<file path="config.mk">
export PLATFORM = sky130hd
export DESIGN_NAME = sorted_event_list_top
export DESIGN_NICKNAME = d
export VERILOG_FILES = /design/src/hdl/sev_pkg.sv /design/src/hdl/sev_cell.sv /design/src/hdl/sorted_event_list_top.sv
export SDC_FILE = /design/constraint.sdc
export NUM_CORES = 1
export LEC_CHECK = 0
export BUFFER_PORTS_ARGS = -buffer_cell sky130_fd_sc_hd__buf_2
export CORE_UTILIZATION = 60
export CTS_CLUSTER_SIZE = 24
export DETAILED_ROUTE_END_ITERATION = 10
export HOLD_SLACK_MARGIN = 0.02
export PLACE_DENSITY_LB_ADDON = 0.05
export SYNTH_ARGS = -nofsm -noshare
export SYNTH_HDL_FRONTEND = slang
export SYNTH_SLANG_ARGS = --single-unit
</file>
<file path="constraint.sdc">
create_clock -name i_clk -period 8.9 [get_ports i_clk]
set_input_delay 0.445 -clock i_clk [delete_from_list [all_inputs] [get_ports i_clk]]
set_output_delay 0.445 -clock i_clk [all_outputs]
set_load 0.005 [all_outputs]
</file>
<file path="src/hdl/sev_pkg.sv">
// ----------------------------------------------------------------------------
// sev_pkg
// Types and constants of the sorted event list.
// ----------------------------------------------------------------------------
package sev_pkg;

    // List depth and derived widths.
    localparam int DEPTH     = 6;
    localparam int CNT_W     = $clog2(DEPTH + 1);
    localparam int TIME_W    = 32;
    localparam int TYPE_W    = 3;
    localparam int LOT_W     = 16;
    localparam int CNT_OUT_W = 3;

    // Command codes on the kind field.
    localparam logic KIND_INSERT = 1'b0;
    localparam logic KIND_POP    = 1'b1;

    // One stored entry.
    typedef struct packed {
        logic              valid;
        logic [TIME_W-1:0] etime;
        logic [TYPE_W-1:0] etype;
        logic [LOT_W-1:0]  lot;
    } t_entry;

    // Command broadcast to every cell.
    typedef struct packed {
        logic              ins;
        logic              pop;
        logic [TIME_W-1:0] etime;
        logic [TYPE_W-1:0] etype;
        logic [LOT_W-1:0]  lot;
    } t_cmd;

endpackage

</file>
<file path="src/hdl/sev_cell.sv">
// ----------------------------------------------------------------------------
// sev_cell
// One slot of the sorted list. It compares its own time with an incoming
// event and takes the new event, its left neighbor, or its right neighbor.
// ----------------------------------------------------------------------------
module sev_cell (
    input  logic           i_clk,
    input  logic           i_rst_n,
    input  sev_pkg::t_cmd   i_cmd,
    input  sev_pkg::t_entry i_left,
    input  logic           i_left_flag,
    input  sev_pkg::t_entry i_right,
    output sev_pkg::t_entry o_entry,
    output logic           o_flag
);
    import sev_pkg::*;

    t_entry r_entry;
    t_entry n_entry;

    // The new event belongs at or before this slot.
    assign o_flag  = !r_entry.valid || (r_entry.etime >= i_cmd.etime);
    assign o_entry = r_entry;

    // Select the next contents of the slot.
    always_comb begin
        n_entry = r_entry;
        if (i_cmd.ins) begin
            if (i_left_flag) begin
                n_entry = i_left;
            end else if (o_flag) begin
                n_entry.valid = 1'b1;
                n_entry.etime = i_cmd.etime;
                n_entry.etype = i_cmd.etype;
                n_entry.lot   = i_cmd.lot;
            end
        end else if (i_cmd.pop) begin
            n_entry = i_right;
        end
    end

    // Only the valid bit is reset; the payload is don't-care while invalid.
    always_ff @(posedge i_clk) begin
        r_entry.etime <= n_entry.etime;
        r_entry.etype <= n_entry.etype;
        r_entry.lot   <= n_entry.lot;
        if (!i_rst_n) begin
            r_entry.valid <= 1'b0;
        end else begin
            r_entry.valid <= n_entry.valid;
        end
    end

endmodule

</file>
<file path="src/hdl/sorted_event_list_top.sv">
// ----------------------------------------------------------------------------
// sorted_event_list_top
// Event list kept sorted by time in a row of compare-and-shift cells.
//
//   Channel   Handshake        Beat contents
//   command   start / busy     i_kind, i_event_time, i_event_type, i_lot_tag
//   result    o_strobe         o_popped_*, o_overflow, o_entry_count
//
// A command's result beat shows in the cycle after the command is taken.
// Every cell compares in parallel, so busy stays low and a command may be
// given in every cycle. Reset clears all valid bits and the entry count.
// The result beat is shown for one cycle only.
// ----------------------------------------------------------------------------
module sorted_event_list_top (
    input  logic                         i_clk,
    input  logic                         i_rst_n,
    input  logic                         start,
    output logic                         busy,
    input  logic                         i_kind,
    input  logic [sev_pkg::TIME_W-1:0]    i_event_time,
    input  logic [sev_pkg::TYPE_W-1:0]    i_event_type,
    input  logic [sev_pkg::LOT_W-1:0]     i_lot_tag,
    output logic                         o_strobe,
    output logic                         o_popped_valid,
    output logic [sev_pkg::TIME_W-1:0]    o_popped_time,
    output logic [sev_pkg::TYPE_W-1:0]    o_popped_type,
    output logic [sev_pkg::LOT_W-1:0]     o_popped_lot,
    output logic                         o_overflow,
    output logic [sev_pkg::CNT_OUT_W-1:0] o_entry_count
);
    import sev_pkg::*;

    t_cmd             cmd;
    t_entry           entries [DEPTH];
    logic [DEPTH-1:0] flags;
    logic             accept;
    logic             full;
    logic [CNT_W-1:0] r_count;
    logic [CNT_W-1:0] n_count;

    logic              r_strobe;
    logic              r_popped_valid;
    logic [TIME_W-1:0] r_popped_time;
    logic [TYPE_W-1:0] r_popped_type;
    logic [LOT_W-1:0]  r_popped_lot;
    logic              r_overflow;

    // No command ever stalls the interface; busy is tied low.
    assign busy   = 1'b0;
    assign accept = start && !busy;

    // Broadcast command.
    assign cmd.ins   = accept && (i_kind == KIND_INSERT);
    assign cmd.pop   = accept && (i_kind == KIND_POP);
    assign cmd.etime = i_event_time;
    assign cmd.etype = i_event_type;
    assign cmd.lot   = i_lot_tag;

    // Row of cells; the head has no left neighbor, the tail shifts in empty.
    for (genvar g = 0; g < DEPTH; g++) begin : g_cell
        t_entry left_e;
        t_entry right_e;
        logic   left_f;

        if (g == 0) begin : g_head
            assign left_e = '0;
            assign left_f = 1'b0;
        end else begin : g_mid
            assign left_e = entries[g-1];
            assign left_f = flags[g-1];
        end

        if (g == DEPTH - 1) begin : g_tail
            assign right_e = '0;
        end else begin : g_body
            assign right_e = entries[g+1];
        end

        sev_cell u_cell (
            .i_clk       (i_clk),
            .i_rst_n     (i_rst_n),
            .i_cmd       (cmd),
            .i_left      (left_e),
            .i_left_flag (left_f),
            .i_right     (right_e),
            .o_entry     (entries[g]),
            .o_flag      (flags[g])
        );
    end

    assign full = entries[DEPTH-1].valid;

    // Entry count after this command.
    always_comb begin
        n_count = r_count;
        if (cmd.ins && !full) begin
            n_count = r_count + CNT_W'(1);
        end else if (cmd.pop && entries[0].valid) begin
            n_count = r_count - CNT_W'(1);
        end
    end

    always_ff @(posedge i_clk) begin
        if (!i_rst_n) begin
            r_count  <= '0;
            r_strobe <= 1'b0;
        end else begin
            r_count  <= n_count;
            r_strobe <= accept;
        end
    end

    // Result beat registers.
    always_ff @(posedge i_clk) begin
        if (accept) begin
            r_popped_valid <= cmd.pop && entries[0].valid;
            r_overflow     <= cmd.ins && full;
            if (cmd.pop && entries[0].valid) begin
                r_popped_time <= entries[0].etime;
                r_popped_type <= entries[0].etype;
                r_popped_lot  <= entries[0].lot;
            end else begin
                r_popped_time <= '0;
                r_popped_type <= '0;
                r_popped_lot  <= '0;
            end
        end
    end

    assign o_strobe       = r_strobe;
    assign o_popped_valid = r_popped_valid;
    assign o_popped_time  = r_popped_time;
    assign o_popped_type  = r_popped_type;
    assign o_popped_lot   = r_popped_lot;
    assign o_overflow     = r_overflow;
    assign o_entry_count  = CNT_OUT_W'(r_count);

endmodule

</file>
==> results_dict.tcl, run 1 <==
set metrics [dict create \
    max_cap_violations 0 \
    place_inst 2460 \
    synth-edff-count 359 \
    slowest_delay_ns 1.10 \
    fmax_mhz 210 \
    htree_levels 2 \
    seq_power_share_pct 48.3 \
    core_um2 34600 \
    worst_slew_pin_slew_ns 1.23 \
    grtUsageMet1_pct 43.3 \
    worstPathArrival_ns 5.02 \
    critPathLaunchType "flip-flop" \
    required_ns 9.15 \
    skew_ns 0.0340 \
    clock_tree.buffer_depth 3 \
    final_cells 2537 \
    tritoncts "built" \
    finalPower_mw 4.48 \
    yosys_warnings 0 \
    syn-mean-instance-area_um2 10.7 \
    synth.cell_area_um2 21200 \
    crit_chain "ha_1 > a21oi_1 > nor2_1 > a211oi_1 > o21ai_0 > a2111oi_0 > o21ai_4 > o31ai_4 > clkinv_2 > buf_4" \
    tns_ns 0 \
    relSlewSlack_pct 15.9 \
    grt_pass1_vias 15604 \
    utilization_pct 67.6 \
    clockPowerShare_pct 37.5 \
    pwr-share-comb_pct 14.2 \
    met3_usage_pct 4.83 \
    hold_class "in -> reg" \
    synthesis.nets 2231 \
    setup_viol 0 \
    wire_per_inst_um 22.4 \
    switching_share_pct 27.0 \
    area_delta_synth_final_pct 10.5 \
    start_util_pct 61.2 \
    syn_inst 1983 \
    critPathKind "reg -> reg" \
    gp_congestion 0.901 \
    outcome "finished clean" \
    hold_viol 0 \
    power_leakage_nw 10.1 \
    power_switching_mw 1.21 \
    ys.flop_type "edfxtp_1" \
    p_int_mw 3.27 \
    first_pass_iters 6 \
    clk_pin_slew_ns 0.06 \
    ant_nets 0 \
    finalWorstPathRequiredPeriod_ns 4.77 \
    ys_seq_area_share_pct 51.8 \
    pre_cts_slack_ns 3.77 \
    rsz0062_at_grt "false" \
    die-area_um2 36100 \
    grt_max_degree 91 \
    slew_violations 0 \
    synth_cell_types 52 \
    cts_resized 0 \
    die_w_um 190 \
    io_pins 113 \
    synth-seq-cells 369 \
    via_per_inst 6.24 \
    vias 15842 \
    worst_path_dominant_cell_family "compound AO/OA/AOI/OAI gates" \
    gr-usage-all-layers_pct 31.8 \
    cts_sinks 369 \
    dp_hpwl_um 36200 \
    fin_ws_ns 4.13 \
    final_layout_size_suffix_gt1_share_pct 10.1 \
    cts_hold_buf 0 \
    drc_errors 0 \
    cts_setup_buffers 0 \
    grt_pass1_wl_um 87600 \
    cp_max_fo 28 \
    clk_latency_ns 0.58 \
    power_density_nw_per_um2 191 \
    rrSetupSlack_ns 4.13 \
    io_buffers 111 \
    cts_buffers 41 \
    drtIter0Drc 1362 \
    slowest_stage "a2111oi_0" \
    rows 68 \
    routed_wl_um 56900 \
    fill_cells 2658 \
    grtUsageMet2_pct 51.5 \
    finalCritPeriodShare_pct 53.6 \
    grt-busiest-layer "met2" \
    critPathCaptureType "flip-flop" \
    antenna_found_initial 2 \
    grt_overflow 0 \
    critPathBufInv 2 \
    cts-root-buf "clkbuf_16" \
    finalNetCount 2296 \
    peakVddDrop_mv 0.166 \
    async_reset_ff_share_pct 0 \
    die-height_um 190 \
]
==> synthesized netlist by cell type, types with 6 or more instances <==
master     count  area, um^2
edfxtp_1     359       10800
o211ai_1      20         150
o21ai_1       62         310
buf_6          8        90.1
a211oi_1      14         105
nor2b_1        9        56.3
a21o_1        30         225
nor2_1       209         785
nor3_1        37         185
nand4_1       33         206
o2111ai_1      6        52.6
and2_1        55         344
buf_2         15        75.1
a21oi_1      256        1280
o21ai_0       55         275
ha_1         192        2400
mux2i_1      177        1770
nand3_1       27         135
inv_1         44         165
nand2_1      228         856
clkbuf_1      83         312
dfxtp_1       10         200
==> flip-flops by register name (all words and copies together), names as in the netlist <==
signal,cells
o_entry_count,3
o_popped_type,3
g_cell.u_cell.o_entry,312
o_popped_valid,1
o_overflow,1
o_strobe,1
o_popped_lot,16
o_popped_time,32
==> worst reg2reg max path: cells and delay by family (launching register included) <==
kind	cells	cell delay, ns
compound gates	6	2.70
fa+ha+maj	1	0.31
buf+inv	2	0.99
flops	1	0.42
simple gates	1	0.05
==> kinds of logic (layout without fill, tap and decap cells) <==
kind of cell | after synthesis | in the layout | share of synthesized area (%)
fa+ha+maj | 193 | 193 | 11.4
flops | 369 | 369 | 51.8
other cells | 1 | 2 | 0.0177
simple gates | 619 | 619 | 12.8
xor+xnor | 2 | 2 | 0.0826
buf+inv | 156 | 254 | 3.15
compound gates | 466 | 466 | 12.3
mux | 177 | 177 | 8.36
==> path summary, 6_finish.rpt <==
| kind | startpoint | end | cells after the start |
|---|---|---|---|
| max | g_cell[1].u_cell.o_entry[44]$_DFFE_PP_ | g_cell[2].u_cell.o_entry[0]$_DFFE_PP_ | 10 |
| min | i_event_type[0] | g_cell[0].u_cell.o_entry[16]$_DFFE_PP_ | 3 |
| max reg2reg | g_cell[1].u_cell.o_entry[44]$_DFFE_PP_ | g_cell[2].u_cell.o_entry[0]$_DFFE_PP_ | 10 |
| min reg2reg | g_cell[5].u_cell.o_entry[51]$_SDFFE_PN0P_ | g_cell[5].u_cell.o_entry[51]$_SDFFE_PN0P_ | 2 |
==> layout by cell type, fill, tap and decap left out, types with 3 or more instances in the layout <==
cell type	netlist	routed
a211oi_1	14	13
a21o_1	30	30
a21oi_1	256	254
a221oi_1	3	3
a31oi_1	4	3
and2_1	55	54
and4_1	3	3
buf_2	15	110
buf_4	1	23
bufinv_16	0	4
clkbuf_1	83	5
clkbuf_16	0	41
clkinv_1	0	14
clkinv_2	0	7
dfxtp_1	10	10
edfxtp_1	359	359
ha_1	192	192
inv_1	44	43
mux2i_1	177	177
nand2_1	228	225
nand2b_1	3	3
nand3_1	27	27
nand4_1	33	33
nor2_1	209	208
nor2b_1	9	9
nor3_1	37	37
nor4_1	4	4
o2111ai_1	6	5
o211ai_1	20	20
o21ai_0	55	55
o21ai_1	62	61
o31a_1	3	3
==> per-layer routing <==
layer	up-vias	share of wire [%]	wire length [um]
met5	-	0	0
met2	601	47	26800
met1	7665	43	24300
met4	0	3.1	1770
li1	7448	-	-
met3	128	7.1	4050
==> power by group through the flow <==
stage / combinational (mW) / sequential, mW / clock [mW]
2_1_floorplan: 0.425 / 2.17 / 0
3_5_place_dp: 0.625 / 2.20 / 0
3_3_place_gp: 0.606 / 2.20 / 0
4_1_cts: 0.630 / 2.16 / 1.70
5_1_grt: 0.710 / 2.18 / 1.76
6_report: 0.635 / 2.17 / 1.68
==> layout make-up <==
type,instances,area [um^2],area share [%]
sequential,369,11000,46.9
multi-input combinational,1458,9660,41.3
clock buffer,46,1040,4.46
timing repair buffer,133,723,3.09
tap,455,569,2.43
clock inverter,30,269,1.15
inverter,45,170,0.726
antenna,1,2.50,0.0107
==> stage by stage <==
stage	hold slack (ns)	instance area (um^2)
after floorplan	0.459	21200
after global placement	0.477	22100
after detailed placement	0.490	22100
after CTS	0.194	23400
after global routing	0.241	23400
final	0.223	23400
No activity file was read; power rests on OpenSTA's default activity.
==> run 2, diff against run 1 <==
--- a/config.mk
+++ b/config.mk
@@ -6,7 +6,7 @@
 export NUM_CORES = 1
 export LEC_CHECK = 0
 export BUFFER_PORTS_ARGS = -buffer_cell sky130_fd_sc_hd__buf_2
-export CORE_UTILIZATION = 60
+export CORE_UTILIZATION = 56
 export CTS_CLUSTER_SIZE = 24
 export DETAILED_ROUTE_END_ITERATION = 10
 export HOLD_SLACK_MARGIN = 0.02
==> constraint.sdc (replaced) <==
create_clock -name i_clk -period 4.3 [get_ports i_clk]
set_input_delay 0.215 -clock i_clk [delete_from_list [all_inputs] [get_ports i_clk]]
set_output_delay 0.215 -clock i_clk [all_outputs]
set_load 0.005 [all_outputs]
==> run 2 against run 1 <==
Effect of this change: die area is 7.1% higher; combinational power is 110% higher; critical path depth is 3 lower; maximum frequency is 33% higher; design area is 1.5% higher; sequential power is 110% higher; critical path type unchanged.
==> results_dict.tcl, run 2 (synthesis results as in run 1) <==
set metrics [dict create \
    outcome "finished clean" \
    critPathKind "reg -> reg" \
    slowest_delay_ns 0.70 \
    final_layout_size_suffix_gt1_share_pct 10.4 \
    diodes 0 \
    gp_congestion 0.900 \
    gr-usage-all-layers_pct 30.9 \
    cts_sinks 369 \
    slowest_stage "nor4_1" \
    clk_latency_ns 0.57 \
    first_pass_iters 5 \
    met2WireLength_um 27200 \
    power_density_nw_per_um2 387 \
    pwr-share-comb_pct 14.6 \
    cp.depth 7 \
    utilization_pct 64.3 \
    drtIter0Drc 1311 \
    grt_pass1_vias 15694 \
    routed_wl_um 58300 \
    final_cell_area_um2 23800 \
    hold_class "in -> reg" \
    top_layer "met5" \
    cp_max_fo 39 \
    die-height_um 197 \
    antenna_found_initial 2 \
    finalNetCount 2328 \
    clk_pin_slew_ns 0.06 \
    clock_tree.buffer_depth 3 \
    r2r-end "g_cell[0].u_cell.o_entry[0]$_DFFE_PP_" \
    worst_slew_pin_slew_ns 1.14 \
    finalPower_mw 9.19 \
    rrSetupSlack_ns 0.70 \
    mostFrequentLayoutCell "edfxtp_1" \
    rows 70 \
    io_buffers 111 \
    die-area_um2 38600 \
    skew_ns 0.0180 \
    max_cap_violations 0 \
    start_util_pct 57.4 \
    finalWorstPathRequiredPeriod_ns 3.60 \
    via_per_inst 6.06 \
    core_um2 37000 \
    place_area_um2 22300 \
    peakVddDrop_mv 0.277 \
    dp_hpwl_um 37600 \
    grt_pass1_wl_um 91100 \
    area_delta_synth_final_pct 12.1 \
    critPathCaptureType "flip-flop" \
    cp-endpoint "g_cell[0].u_cell.o_entry[0]$_DFFE_PP_" \
    wire_per_inst_um 22.3 \
    switching_share_pct 27.1 \
    required_ns 4.49 \
    setup_viol 0 \
    wl_met3_um 3900 \
    drc_errors 0 \
    grt_max_degree 167 \
    htree_levels 2 \
    grt_overflow 0 \
    worst_setup_path_startpoint "g_cell[0].u_cell.o_entry[44]$_DFFE_PP_" \
    power_switching_mw 2.49 \
    final_cell_mix "edfxtp_1, a21oi_1, nand2_1" \
    tritoncts "built" \
    relSlewSlack_pct 23.8 \
    r2r_start "g_cell[0].u_cell.o_entry[44]$_DFFE_PP_" \
    worstPathArrival_ns 3.79 \
    critPathLaunchType "flip-flop" \
    seq_power_share_pct 48.8 \
    die_w_um 197 \
    clockPowerShare_pct 36.7 \
    wl_met1_um 25100 \
    finalCritPeriodShare_pct 83.8 \
    cts-root-buf "clkbuf_16" \
    hold_viol 0 \
    worst_path_dominant_cell_family "simple AND/OR/NAND/NOR gates" \
    critPathBufInv 1 \
    reg2reg_depth 7 \
    power_leakage_nw 10.3 \
    cts_buffers 42 \
    p_int_mw 6.70 \
    largest_reg_flops 312 \
    io_pins 113 \
    slew_violations 0 \
    rsz0062_at_grt "false" \
    vias 15857 \
    crit_chain "ha_1 > nand4_1 > nor4_1 > o21ai_1 > and2_2 > a21oi_4 > buf_4" \
    ant_nets 0 \
    tns_ns 0 \
    fmax_mhz 278 \
]
[run 2: changes by cell type in the layout (fill, tap and decap cells not counted)]
cell / delta
buf_4: +7
clkbuf_1: +2
clkinv_4: -1
inv_2: +1
clkinv_2: -1
clkinv_8: -1
bufinv_16: -2
diode_2: -1
clkbuf_16: +1
dlygate4sd3_1: +19
buf_12: +5
[run 2: worst min-delay path by stage]
stage | startpoint | endpoint | slack (ns) | depth (start not counted)
final | i_event_time[1] | g_cell[5].u_cell.o_entry[20]$_SDFFCE_PN0P_ | 0.04 | 3
after global routing | i_rst_n | g_cell[4].u_cell.o_entry[51]$_SDFFE_PN0P_ | 0.05 | 3
after CTS | i_rst_n | g_cell[4].u_cell.o_entry[51]$_SDFFE_PN0P_ | 0.02 | 3
after detailed placement | g_cell[1].u_cell.o_entry[51]$_SDFFE_PN0P_ | g_cell[1].u_cell.o_entry[51]$_SDFFE_PN0P_ | 0.49 | 1
after global placement | g_cell[1].u_cell.o_entry[51]$_SDFFE_PN0P_ | g_cell[1].u_cell.o_entry[51]$_SDFFE_PN0P_ | 0.48 | 1
after floorplan | start | o_overflow$_DFFE_PP_ | 0.33 | 0
[run 2: timing repair]
item | 4_1_cts | 5_1_grt
resized for setup | 0 | 0
hold buffers | 19 | 0
endpoints found under the hold margin | 24 | 0
setup buffers | 0 | 0
[run 2: power groups by stage]
stage,clock [mW],combinational (mW),sequential [mW]
2_1_floorplan,0,0.882,4.48
3_3_place_gp,0,1.27,4.55
3_5_place_dp,0,1.31,4.55
4_1_cts,3.42,1.33,4.48
5_1_grt,3.56,1.50,4.51
6_report,3.37,1.34,4.48
[run 2: cell type report]
class	instances	area, um^2
fill	3007	13200
sequential	369	11000
multi-input combinational	1458	9660
clock buffer	49	1080
timing repair buffer	164	1070
tap	504	631
clock inverter	26	184
inverter	45	169
[run 2: routing by layer]
| layer | up-vias | track usage (%) |
|---|---|---|
| met5 | - | 0 |
| met4 | 2 | 13.0 |
| met3 | 140 | 4.96 |
| met2 | 611 | 48.8 |
| met1 | 7587 | 42.5 |
| li1 | 7517 | - |
[run 2: stage by stage]
step,hold WS (ns),worst slack (ns),instances
6_report,0.0437,0.699,2615
3_3_place_gp,0.481,0.720,2521
2_1_floorplan,0.327,0.384,1983
3_5_place_dp,0.492,0.671,2521
4_1_cts,0.0220,0.733,2615
5_1_grt,0.0516,0.503,2615
[run 2: worst register-to-register path: stages (launching register included)]
cell and delay (ns):
edfxtp_1 0.43, ha_1 0.35, nand4_1 0.24, nor4_1 0.71
o21ai_1 0.20, and2_2 0.43, a21oi_4 0.21, buf_4 0.64
